==> src/rtl/payload_signature_matcher_macros.svh <==
// Assertion helpers for the payload signature matcher.
`ifndef PAYLOAD_SIGNATURE_MATCHER_MACROS_SVH
`define PAYLOAD_SIGNATURE_MATCHER_MACROS_SVH

`ifndef NO_ASSERTIONS

// Checked only while out of reset
`define PSM_ASSERT(label, prop) \
  label: assert property (@(posedge clk_i) disable iff (!rst_ni) prop) \
    else $error("payload_signature_matcher: assertion failed");

// Checked on every edge, reset included
`define PSM_ASSERT_ALWAYS(label, prop) \
  label: assert property (@(posedge clk_i) prop) \
    else $error("payload_signature_matcher: assertion failed");

`else

`define PSM_ASSERT(label, prop)
`define PSM_ASSERT_ALWAYS(label, prop)

`endif

`endif

==> src/rtl/psm_pkg.sv <==
package psm_pkg;

  localparam int NSIG       = 15;
  localparam int HIST_DEPTH = 12;
  localparam int WIN_BYTES  = HIST_DEPTH + 1;
  localparam int WIN_W      = 8 * WIN_BYTES;
  localparam int HIST_W     = 8 * HIST_DEPTH;
  localparam int CFG_W      = 16;
  localparam int CNT_W      = 16;
  localparam int IDX_W      = 4;

  // Register indexes of the configuration port
  typedef enum logic [0:0] {
    CFG_SCAN_LIMIT = 1'b0,
    CFG_MIN_LENGTH = 1'b1
  } psm_cfg_idx_e;

  localparam logic [CFG_W-1:0] SCAN_LIMIT_RST = 16'd1024;
  localparam logic [CFG_W-1:0] MIN_LENGTH_RST = 16'd8;

  // Signature text, right aligned: the last character sits in bits [7:0],
  // so byte j of the window (j bytes back) lines up with bits [8j +: 8].
  localparam logic [WIN_W-1:0] SIG_TEXT [NSIG] = '{
    WIN_W'("/bin/sh"),
    WIN_W'("/bin/bash"),
    WIN_W'("cmd.exe"),
    WIN_W'("powershell"),
    WIN_W'("eval("),
    WIN_W'("exec("),
    WIN_W'("system("),
    WIN_W'("SELECT * FROM"),
    WIN_W'("UNION SELECT"),
    WIN_W'("' OR '1'='1"),
    WIN_W'("../../../"),
    WIN_W'("../../../../"),
    WIN_W'("<script"),
    WIN_W'("javascript:"),
    WIN_W'("alert(")
  };

  localparam logic [IDX_W-1:0] SIG_LEN [NSIG] = '{
    4'd7, 4'd9, 4'd7, 4'd10, 4'd5, 4'd5, 4'd7, 4'd13,
    4'd12, 4'd11, 4'd9, 4'd12, 4'd7, 4'd11, 4'd6
  };

  // One queue entry: what the scanner learned about a finished packet
  typedef struct packed {
    logic [NSIG-1:0] mask;
    logic            long_enough;
  } psm_entry_t;

  // Queue status seen by both sides
  typedef struct packed {
    logic full;
    logic empty;
  } psm_q_status_t;

  // Signature s ends at the current byte; count is the bytes scanned before it
  function automatic logic sig_hit(input int s, input logic [WIN_W-1:0] win,
                                   input logic [CNT_W-1:0] count);
    logic [WIN_W-1:0] m;
    logic [CNT_W-1:0] need;
    m    = {WIN_W{1'b1}} >> (WIN_W - 8 * int'(SIG_LEN[s]));
    need = {{(CNT_W-IDX_W){1'b0}}, SIG_LEN[s]} - CNT_W'(1);
    return ((win & m) == SIG_TEXT[s]) && (count >= need);
  endfunction

endpackage

==> src/rtl/psm_if.sv <==
// Payload byte channel
interface psm_in_if;
  logic       valid;
  logic       ready;
  logic [7:0] data_byte;
  logic       byte_valid;
  logic       last_byte;

  modport source (output valid, output data_byte, output byte_valid,
                  output last_byte, input ready);
  modport sink   (input valid, input data_byte, input byte_valid,
                  input last_byte, output ready);
endinterface

// Per-packet result channel
interface psm_out_if;
  logic       valid;
  logic       ready;
  logic       threat_found;
  logic [3:0] signature_index;

  modport source (output valid, output threat_found, output signature_index,
                  input ready);
  modport sink   (input valid, input threat_found, input signature_index,
                  output ready);
endinterface

==> src/rtl/payload_signature_matcher.sv <==
// Payload signature matcher: takes one payload byte per item and one item
// per clock, comparing the newest 13 bytes against 15 fixed signatures
// combinationally. On the item marked last_byte the hit mask and length
// flag go into a small queue of QueueDepth packets; a resolver pops them
// into the output register as found flag and lowest matching index. Input
// is stalled only when the queue is full, which happens when results are
// not taken while short packets keep arriving. scan_limit and min_length
// are to be written only while idle; the block does not enforce it.
`include "payload_signature_matcher_macros.svh"

module payload_signature_matcher import psm_pkg::*; #(
  parameter int QueueDepth = 2
) (
  input  logic             clk_i,
  input  logic             rst_ni,
  input  logic             cfg_we_i,
  input  logic [0:0]       cfg_idx_i,
  input  logic [CFG_W-1:0] cfg_wdata_i,
  psm_in_if.sink           in_s,
  psm_out_if.source        out_m
);

  logic          push;
  logic          pop;
  psm_entry_t    push_entry;
  psm_entry_t    pop_entry;
  psm_q_status_t q_status;

  // Front: scan bytes, collect hits per packet
  psm_scanner u_scanner (
    .clk_i        (clk_i),
    .rst_ni       (rst_ni),
    .cfg_we_i     (cfg_we_i),
    .cfg_idx_i    (cfg_idx_i),
    .cfg_wdata_i  (cfg_wdata_i),
    .in_s         (in_s),
    .q_status_i   (q_status),
    .push_o       (push),
    .push_entry_o (push_entry)
  );

  // Packet results waiting for the back end
  psm_queue #(
    .Depth (QueueDepth)
  ) u_queue (
    .clk_i        (clk_i),
    .rst_ni       (rst_ni),
    .push_i       (push),
    .push_entry_i (push_entry),
    .pop_i        (pop),
    .pop_entry_o  (pop_entry),
    .status_o     (q_status)
  );

  // Back: pick lowest hit and drive the result
  psm_resolver u_resolver (
    .clk_i      (clk_i),
    .rst_ni     (rst_ni),
    .q_status_i (q_status),
    .entry_i    (pop_entry),
    .pop_o      (pop),
    .out_m      (out_m)
  );

  `PSM_ASSERT(a_no_push_when_full, push |-> !q_status.full)
  `PSM_ASSERT(a_no_pop_when_empty, pop |-> !q_status.empty)
  `PSM_ASSERT(a_index_zero_if_clean,
              out_m.valid && !out_m.threat_found |-> out_m.signature_index == 4'd0)
  `PSM_ASSERT_ALWAYS(a_reset_idle, !rst_ni |=> !out_m.valid && q_status.empty)

endmodule

==> src/rtl/psm_scanner.sv <==
module psm_scanner import psm_pkg::*; (
  input  logic                 clk_i,
  input  logic                 rst_ni,
  input  logic                 cfg_we_i,
  input  logic [0:0]           cfg_idx_i,
  input  logic [CFG_W-1:0]     cfg_wdata_i,
  psm_in_if.sink               in_s,
  input  psm_q_status_t        q_status_i,
  output logic                 push_o,
  output psm_entry_t           push_entry_o
);

  logic [CFG_W-1:0]  scan_limit_q;
  logic [CFG_W-1:0]  min_length_q;
  logic [HIST_W-1:0] hist_q, hist_d;
  logic [CNT_W-1:0]  count_q, count_d;
  logic [NSIG-1:0]   mask_q, mask_d;

  logic              accept;
  logic              scan;
  logic [WIN_W-1:0]  window;
  logic [NSIG-1:0]   hits;
  logic [NSIG-1:0]   mask_upd;
  logic [CNT_W-1:0]  count_upd;

  // Configuration registers
  always_ff @(posedge clk_i or negedge rst_ni) begin
    if (!rst_ni) begin
      scan_limit_q <= SCAN_LIMIT_RST;
      min_length_q <= MIN_LENGTH_RST;
    end else if (cfg_we_i) begin
      case (psm_cfg_idx_e'(cfg_idx_i))
        CFG_SCAN_LIMIT: scan_limit_q <= cfg_wdata_i;
        CFG_MIN_LENGTH: min_length_q <= cfg_wdata_i;
        default: ;
      endcase
    end
  end

  // Accept whenever the queue has room for a packet result
  assign in_s.ready = !q_status_i.full;
  assign accept     = in_s.valid && in_s.ready;
  assign scan       = accept && in_s.byte_valid && (count_q < scan_limit_q);
  assign window     = {hist_q, in_s.data_byte};

  // Parallel compare of every signature ending at this byte
  always_comb begin
    for (int s = 0; s < NSIG; s++) begin
      hits[s] = sig_hit(s, window, count_q);
    end
  end

  assign mask_upd  = scan ? (mask_q | hits) : mask_q;
  assign count_upd = scan ? (count_q + CNT_W'(1)) : count_q;

  // Packet state update, cleared after the last item
  always_comb begin
    hist_d  = hist_q;
    count_d = count_upd;
    mask_d  = mask_upd;
    if (scan) begin
      hist_d = {hist_q[HIST_W-9:0], in_s.data_byte};
    end
    if (accept && in_s.last_byte) begin
      hist_d  = '0;
      count_d = '0;
      mask_d  = '0;
    end
  end

  always_ff @(posedge clk_i or negedge rst_ni) begin
    if (!rst_ni) begin
      hist_q  <= '0;
      count_q <= '0;
      mask_q  <= '0;
    end else begin
      hist_q  <= hist_d;
      count_q <= count_d;
      mask_q  <= mask_d;
    end
  end

  // Hand the finished packet to the queue
  assign push_o                   = accept && in_s.last_byte;
  assign push_entry_o.mask        = mask_upd;
  assign push_entry_o.long_enough = (count_upd >= min_length_q);

endmodule

==> src/rtl/psm_queue.sv <==
module psm_queue import psm_pkg::*; #(
  parameter int Depth = 2
) (
  input  logic          clk_i,
  input  logic          rst_ni,
  input  logic          push_i,
  input  psm_entry_t    push_entry_i,
  input  logic          pop_i,
  output psm_entry_t    pop_entry_o,
  output psm_q_status_t status_o
);

  localparam int PtrW = $clog2(Depth);
  localparam int CntW = $clog2(Depth + 1);

  psm_entry_t        mem_q [Depth];
  logic [PtrW-1:0]   wr_ptr_q, rd_ptr_q;
  logic [CntW-1:0]   fill_q;

  // Storage
  always_ff @(posedge clk_i) begin
    if (push_i) begin
      mem_q[wr_ptr_q] <= push_entry_i;
    end
  end

  assign pop_entry_o = mem_q[rd_ptr_q];

  // Pointers and fill level
  always_ff @(posedge clk_i or negedge rst_ni) begin
    if (!rst_ni) begin
      wr_ptr_q <= '0;
      rd_ptr_q <= '0;
      fill_q   <= '0;
    end else begin
      if (push_i) begin
        wr_ptr_q <= (wr_ptr_q == PtrW'(Depth - 1)) ? '0 : wr_ptr_q + PtrW'(1);
      end
      if (pop_i) begin
        rd_ptr_q <= (rd_ptr_q == PtrW'(Depth - 1)) ? '0 : rd_ptr_q + PtrW'(1);
      end
      if (push_i && !pop_i) begin
        fill_q <= fill_q + CntW'(1);
      end else if (pop_i && !push_i) begin
        fill_q <= fill_q - CntW'(1);
      end
    end
  end

  assign status_o.full  = (fill_q == CntW'(Depth));
  assign status_o.empty = (fill_q == '0);

endmodule

==> src/rtl/psm_resolver.sv <==
module psm_resolver import psm_pkg::*; (
  input  logic          clk_i,
  input  logic          rst_ni,
  input  psm_q_status_t q_status_i,
  input  psm_entry_t    entry_i,
  output logic          pop_o,
  psm_out_if.source     out_m
);

  logic             valid_q, valid_d;
  logic             found_q;
  logic [IDX_W-1:0] index_q;
  logic             found_d;
  logic [IDX_W-1:0] index_d;

  // Take the next packet when the output register is free or drains
  assign pop_o = !q_status_i.empty && (!valid_q || out_m.ready);

  // Lowest set bit of the hit mask
  always_comb begin
    index_d = '0;
    for (int s = NSIG - 1; s >= 0; s--) begin
      if (entry_i.mask[s]) begin
        index_d = IDX_W'(s);
      end
    end
    found_d = entry_i.long_enough && (entry_i.mask != '0);
    if (!found_d) begin
      index_d = '0;
    end
  end

  always_comb begin
    valid_d = valid_q;
    if (pop_o) begin
      valid_d = 1'b1;
    end else if (out_m.ready) begin
      valid_d = 1'b0;
    end
  end

  always_ff @(posedge clk_i or negedge rst_ni) begin
    if (!rst_ni) begin
      valid_q <= 1'b0;
    end else begin
      valid_q <= valid_d;
    end
  end

  // Result payload
  always_ff @(posedge clk_i) begin
    if (pop_o) begin
      found_q <= found_d;
      index_q <= index_d;
    end
  end

  assign out_m.valid           = valid_q;
  assign out_m.threat_found    = found_q;
  assign out_m.signature_index = index_q;

endmodule

==> src/flat_wrapper.sv <==
// flat-port wrapper written by rule: the top's interface ports become plain ports
module payload_signature_matcher_flat import psm_pkg::*;
#(
  parameter int QueueDepth = 2
)
  (clk_i, rst_ni, cfg_we_i, cfg_idx_i, cfg_wdata_i, in_s_valid, in_s_data_byte, in_s_byte_valid, in_s_last_byte, in_s_ready, out_m_valid, out_m_threat_found, out_m_signature_index, out_m_ready);
  psm_in_if in_s_i ();
  psm_out_if out_m_i ();
  input  logic clk_i;
  input  logic rst_ni;
  input  logic cfg_we_i;
  input  logic [0:0] cfg_idx_i;
  input  logic [CFG_W-1:0] cfg_wdata_i;
  input wire logic [$bits(in_s_i.valid)-1:0] in_s_valid;
  input wire logic [$bits(in_s_i.data_byte)-1:0] in_s_data_byte;
  input wire logic [$bits(in_s_i.byte_valid)-1:0] in_s_byte_valid;
  input wire logic [$bits(in_s_i.last_byte)-1:0] in_s_last_byte;
  output wire logic [$bits(in_s_i.ready)-1:0] in_s_ready;
  output wire logic [$bits(out_m_i.valid)-1:0] out_m_valid;
  output wire logic [$bits(out_m_i.threat_found)-1:0] out_m_threat_found;
  output wire logic [$bits(out_m_i.signature_index)-1:0] out_m_signature_index;
  input wire logic [$bits(out_m_i.ready)-1:0] out_m_ready;
  assign in_s_i.valid = in_s_valid;
  assign in_s_i.data_byte = in_s_data_byte;
  assign in_s_i.byte_valid = in_s_byte_valid;
  assign in_s_i.last_byte = in_s_last_byte;
  assign in_s_ready = in_s_i.ready;
  assign out_m_valid = out_m_i.valid;
  assign out_m_threat_found = out_m_i.threat_found;
  assign out_m_signature_index = out_m_i.signature_index;
  assign out_m_i.ready = out_m_ready;
  payload_signature_matcher #(.QueueDepth(QueueDepth)) u_core (.clk_i(clk_i), .rst_ni(rst_ni), .cfg_we_i(cfg_we_i), .cfg_idx_i(cfg_idx_i), .cfg_wdata_i(cfg_wdata_i), .in_s(in_s_i), .out_m(out_m_i));
endmodule
==> config.mk <==
export PLATFORM = sky130hd
export DESIGN_NAME = payload_signature_matcher_flat
export DESIGN_NICKNAME = d
export VERILOG_FILES = /design/src/rtl/psm_pkg.sv /design/src/rtl/psm_if.sv /design/src/rtl/payload_signature_matcher.sv /design/src/rtl/psm_scanner.sv /design/src/rtl/psm_queue.sv /design/src/rtl/psm_resolver.sv /design/src/flat_wrapper.sv
export VERILOG_INCLUDE_DIRS = /design/src /design/src/rtl
export SDC_FILE = /design/constraint.sdc
export NUM_CORES = 1
export LEC_CHECK = 0
export BUFFER_PORTS_ARGS = -buffer_cell sky130_fd_sc_hd__buf_4
export CORE_ASPECT_RATIO = 0.9
export CORE_MARGIN = 2
export CORE_UTILIZATION = 34
export DETAILED_ROUTE_END_ITERATION = 8
export GPL_TIMING_DRIVEN = 0
export PLACE_DENSITY = 0.61
export SYNTH_ARGS = -nofsm -noshare
export SYNTH_HDL_FRONTEND = slang
export SYNTH_SLANG_ARGS = --single-unit
==> constraint.sdc <==
create_clock -name clk_i -period 3.77 [get_ports clk_i]
set_clock_uncertainty 0.1 [all_clocks]
set_input_delay 0.377 -clock clk_i [delete_from_list [all_inputs] [get_ports clk_i]]
set_output_delay 0.377 -clock clk_i [all_outputs]
set_load 0.02 [all_outputs]
==> impl_table.tex <==
\begin{tabular}{lr}
\hline
Metric & Value \\
\hline
\multicolumn{2}{l}{\textbf{Global routing}} \\
\quad Largest net degree at the start of global routing & 119 \\
\quad Via count of the first global-routing pass & 9,022 \\
\quad Number of antenna violations at the first check in global routing & 0 \\
\quad All-layer global routing usage & 20.3\% \\
\quad Wire length of the first global-routing pass & 52,700 µm \\
\quad GR Overflow Total & 0 \\
\multicolumn{2}{l}{\textbf{Timing}} \\
\quad Final Max Tran Viols & 0 \\
\quad Maximum clock frequency & 0.274 GHz \\
\quad Final period utilization & 96.9\% \\
\quad Time the final worst path needs with I/O delays and setup & 3.65 ns \\
\quad Remaining max-slew budget at the tightest pin & 33.3\% \\
\quad Final Hold Viols & 0 \\
\quad Total of endpoints with negative setup slack in the final report & 0 \\
\quad Sum Neg Setup Slack & 0 ns \\
\quad Transition at the pin with the smallest max-transition slack & 0.987 ns \\
\multicolumn{2}{l}{\textbf{Final layout}} \\
\quad Net count of the finished layout & 1,223 \\
\quad Share of post-route cells with drive strength above 1 & 13.2\% \\
\quad Filler cells & 3,025 \\
\quad Final non-filler cell total & 1,580 \\
\quad Area added between synthesis and finish & 18.1\% \\
\multicolumn{2}{l}{\textbf{Power and ir drop}} \\
\quad Pwr per Cell Area & 496 mW/mm² \\
\quad Peak supply drop & 0.424 mV \\
\quad Clock power share & 34.7\% \\
\quad Power dissipated by switching net loads & 0.00204 W \\
\quad Combinational share of power & 21.3\% \\
\quad Leakage & 5.36 nW \\
\quad Switching Share & 32.3\% \\
\quad Power share of the sequential group & 44.0\% \\
\quad Internal Dissipation & 0.00427 W \\
\multicolumn{2}{l}{\textbf{Synthesis}} \\
\quad Predominant post-synthesis flop cell & dfrtp\_1 \\
\quad Distinct cell type count of the synthesized netlist & 65 \\
\quad Synthesized instance count & 1,064 \\
\quad Async SR Flop Fraction & 81.6\% \\
\quad Synthesized Nets & 1,132 \\
\quad Number of synthesized flops with an enable pin & 37 \\
\quad Average footprint of a synthesized cell & 10.1 µm² \\
\quad Register area share after synthesis & 48.4\% \\
\quad Synthesized area & 0.0108 mm² \\
\quad Synthesized flop and latch total & 201 \\
\quad Total number of yosys warnings & 0 \\
\multicolumn{2}{l}{\textbf{Clock tree}} \\
\quad Worst-Skew Late Latency & 0.52 ns \\
\quad CTS root buffer & clkbuf\_16 \\
\quad CTS tree & built \\
\quad Num CTS Buffers & 25 \\
\quad Number of sinks on the clock net & 201 \\
\quad Clock-pin slew of the registers on the worst-case setup and hold paths & 0.06 ns \\
\quad Clock Path Buffers & 3 \\
\quad H-tree depth reported by CTS & 1 \\
\multicolumn{2}{l}{\textbf{Floorplan}} \\
\quad Die Y & 173 µm \\
\quad Row Count & 61 \\
\quad Floorplan die width & 192 µm \\
\quad Starting density of the core & 34.7\% \\
\quad Io pins & 39 \\
\quad Area of the die & 0.0331 mm² \\
\quad Core Region & 0.0311 mm² \\
\multicolumn{2}{l}{\textbf{Detailed routing}} \\
\quad Average detailed-routed wire length per instance & 21.2 µm \\
\quad Via total after detailed routing & 8,951 \\
\quad Detailed Routing Iterations Pass 1 & 5 \\
\quad DRC & 0 \\
\quad Final ANT Viol Nets & 0 \\
\quad Iteration-0 DRC Markers & 685 \\
\quad Wire length after detailed routing & 33,600 µm \\
\quad Mean number of vias per cell & 5.67 \\
\multicolumn{2}{l}{\textbf{Setup path}} \\
\quad Maximum fanout count along the critical path & 10 \\
\quad Launching instance or port of the critical path & u\_core.u\_scanner.scan\_limit\_q[10] \\
\quad RR Startpoint & u\_core.u\_scanner.scan\_limit\_q[10] \\
\quad Kind of start point of the critical path & flop \\
\quad Worst endpoint data arrival time & 3.81 ns \\
\quad Data required time at the worst endpoint & 3.93 ns \\
\quad Crit Path Category & reg2reg \\
\quad Worst Setup End Kind & flop \\
\quad Critical path capture point & u\_core.u\_queue.mem\_q[0][0] \\
\quad Depth of the most critical reg-to-reg path & 16 \\
\quad Setup slack of the worst register-to-register path & 0.12 ns \\
\quad RR Endpoint & u\_core.u\_queue.mem\_q[0][0] \\
\multicolumn{2}{l}{\textbf{Worst hold path}} \\
\quad Min-Delay Path Class & in2reg \\
\multicolumn{2}{l}{\textbf{Placed design}} \\
\quad Placed instance count & 1,511 \\
\quad DP Wirelength & 25,200 µm \\
\quad Number of I/O port buffers & 37 \\
\quad Last weighted congestion value of the routability-driven placer & 0.947 \\
\multicolumn{2}{l}{\textbf{Run status}} \\
\quad Result of the run & finished clean \\
\multicolumn{2}{l}{\textbf{Flow run}} \\
\quad Maxcap violations & 0 \\
\hline
\end{tabular}
-- power by group through the flow --
stage	sequential [W]	clock, W	combinational, W
final	0.00278	0.00219	0.00134
after global routing	0.00280	0.00232	0.00149
after CTS	0.00276	0.00223	0.00130
after detailed placement	0.00280	0	0.00126
after global placement	0.00280	0	0.00124
after floorplan	0.00269	0	0.000830
-- cell usage in the layout (no fill, tap or decap), drive strengths merged, types with 16 or more instances in the layout --
cell type      n
mux2          18
nand2        162
nor4          35
or3           18
edfxtp        37
inv           54
a21oi         33
dfrtp        162
buf           62
o21ai         46
mux2i         93
dlygate4sd3   17
nor2          40
ha            36
clkbuf        65
nand2b        25
nor3          18
nand4         32
nand3         24
nand4b        16
-- synthesized netlist by cell type, types with 7 or more instances --
| library cell | instances | area, µm² |
|---|---|---|
| nor4bb_1 | 14 | 140 |
| or4_1 | 10 | 75.1 |
| nor2b_1 | 11 | 68.8 |
| nor3b_1 | 11 | 82.6 |
| o21ai_0 | 46 | 230 |
| or3_1 | 18 | 113 |
| mux2i_1 | 93 | 931 |
| nand3_1 | 24 | 120 |
| a21oi_1 | 33 | 165 |
| and2_1 | 12 | 75.1 |
| ha_1 | 36 | 450 |
| nor4b_1 | 10 | 87.6 |
| nand2_1 | 162 | 608 |
| inv_1 | 54 | 203 |
| nand3b_1 | 8 | 60.1 |
| edfxtp_1 | 37 | 1110 |
| buf_2 | 7 | 35.0 |
| mux2_2 | 18 | 203 |
| nand4_1 | 32 | 200 |
| nor2_1 | 39 | 146 |
| clkbuf_1 | 32 | 120 |
| nand2b_1 | 25 | 156 |
| nor3_1 | 18 | 90.1 |
| nor4_1 | 34 | 213 |
| a21o_1 | 8 | 60.1 |
| dfrtp_1 | 162 | 4050 |
| nand4b_1 | 16 | 140 |
-- worst min path at each step --
stage / slack, ns / startpoint / end / cells after the start
6_report: 0.04 / in_s_data_byte[6] / u_core.u_scanner.hist_q[6] / 3
3_3_place_gp: 0.37 / u_core.u_scanner.mask_q[4] / u_core.u_scanner.mask_q[4] / 2
5_1_grt: 0.05 / out_m_ready / u_core.u_resolver.out_m.valid / 3
3_5_place_dp: 0.21 / rst_ni / u_core.u_scanner.scan_limit_q[13] / 1
4_1_cts: 0.03 / in_s_data_byte[6] / u_core.u_scanner.hist_q[6] / 3
2_1_floorplan: -0.02 / rst_ni / u_core.u_queue.fill_q[0] / 0
-- state kept, by name (all words and copies together), names as in the netlist, 2 cells and up --
register / flops
u_core.u_queue.fill_q: 2
u_core.u_queue.mem_q: 32
u_core.u_resolver.out_m.signature_index: 4
u_core.u_scanner.count_q: 16
u_core.u_scanner.hist_q: 96
u_core.u_scanner.mask_q: 15
u_core.u_scanner.min_length_q: 16
u_core.u_scanner.scan_limit_q: 16
-- routing by layer --
layer	global-route usage, %	share of wire, %	up-vias
met5	0	0	-
met4	6.79	3.5	0
met3	3.45	5.7	76
met2	31.5	45	279
met1	28.8	46	4486
li1	-	-	4110
-- cells by family after synthesis --
logic type	count (synthesis)	synth area share (%)
and+or+nand+nor	478	24.8
adders and majority gates	36	4.18
DFF	201	48.4
buffers and inverters	98	3.61
AOI/OAI and AO/OA	132	7.84
xor gates and xnor gates	8	0.650
muxes	111	10.5
-- through the flow --
step / worst slack, ns / instance area (µm²) / util [%] / power [W] / hold WS, ns
2_1_floorplan: 0.0793 / 10800 / - / 0.00352 / -0.0186
3_3_place_gp: -0.850 / 11600 / 37.2 / 0.00404 / 0.373
3_5_place_dp: -0.831 / 11600 / 37.3 / 0.00405 / 0.209
4_1_cts: 0.00452 / 12600 / 40.6 / 0.00630 / 0.0323
5_1_grt: -0.0220 / 12700 / 41.0 / 0.00661 / 0.0550
6_report: 0.116 / 12700 / 41.0 / 0.00631 / 0.0448
-- worst max-delay path, cell delays in order (launching register included) --
cell	delay, ns
dfstp_2	0.53
inv_2	0.05
ha_4	0.20
a21o_1	0.18
a21oi_2	0.17
nand2_2	0.11
o31a_4	0.38
buf_6	0.15
o21ai_2	0.14
and2_4	0.17
ha_1	0.21
nand2b_1	0.13
a21o_1	0.17
a21o_1	0.17
a21oi_1	0.15
o21ai_1	0.11
a41o_1	0.26
-- what timing repair did --
item | CTS | global route
hold endpoints to repair | 77 | 0
resized for setup | 27 | 21
pin swaps | 5 | 8
buffers inserted | 5 | 6
setup endpoints to repair | 2 | 2
hold buffers | 17 | 0
gates cloned | 0 | 0
-- area by class of cell --
| class | count | area (µm²) | area share, % |
|---|---|---|---|
| sequential | 201 | 5220 | 41.0 |
| buffer | 42 | 211 | 1.66 |
| clock buffer | 36 | 697 | 5.48 |
| inverter | 54 | 203 | 1.59 |
| multi-input combinational | 765 | 5270 | 41.4 |
| antenna | 1 | 2.50 | 0.0197 |
| tap | 409 | 512 | 4.02 |
| timing repair buffer | 66 | 566 | 4.44 |
| clock inverter | 6 | 43.8 | 0.344 |
No activity file was read; power rests on OpenSTA's default activity.
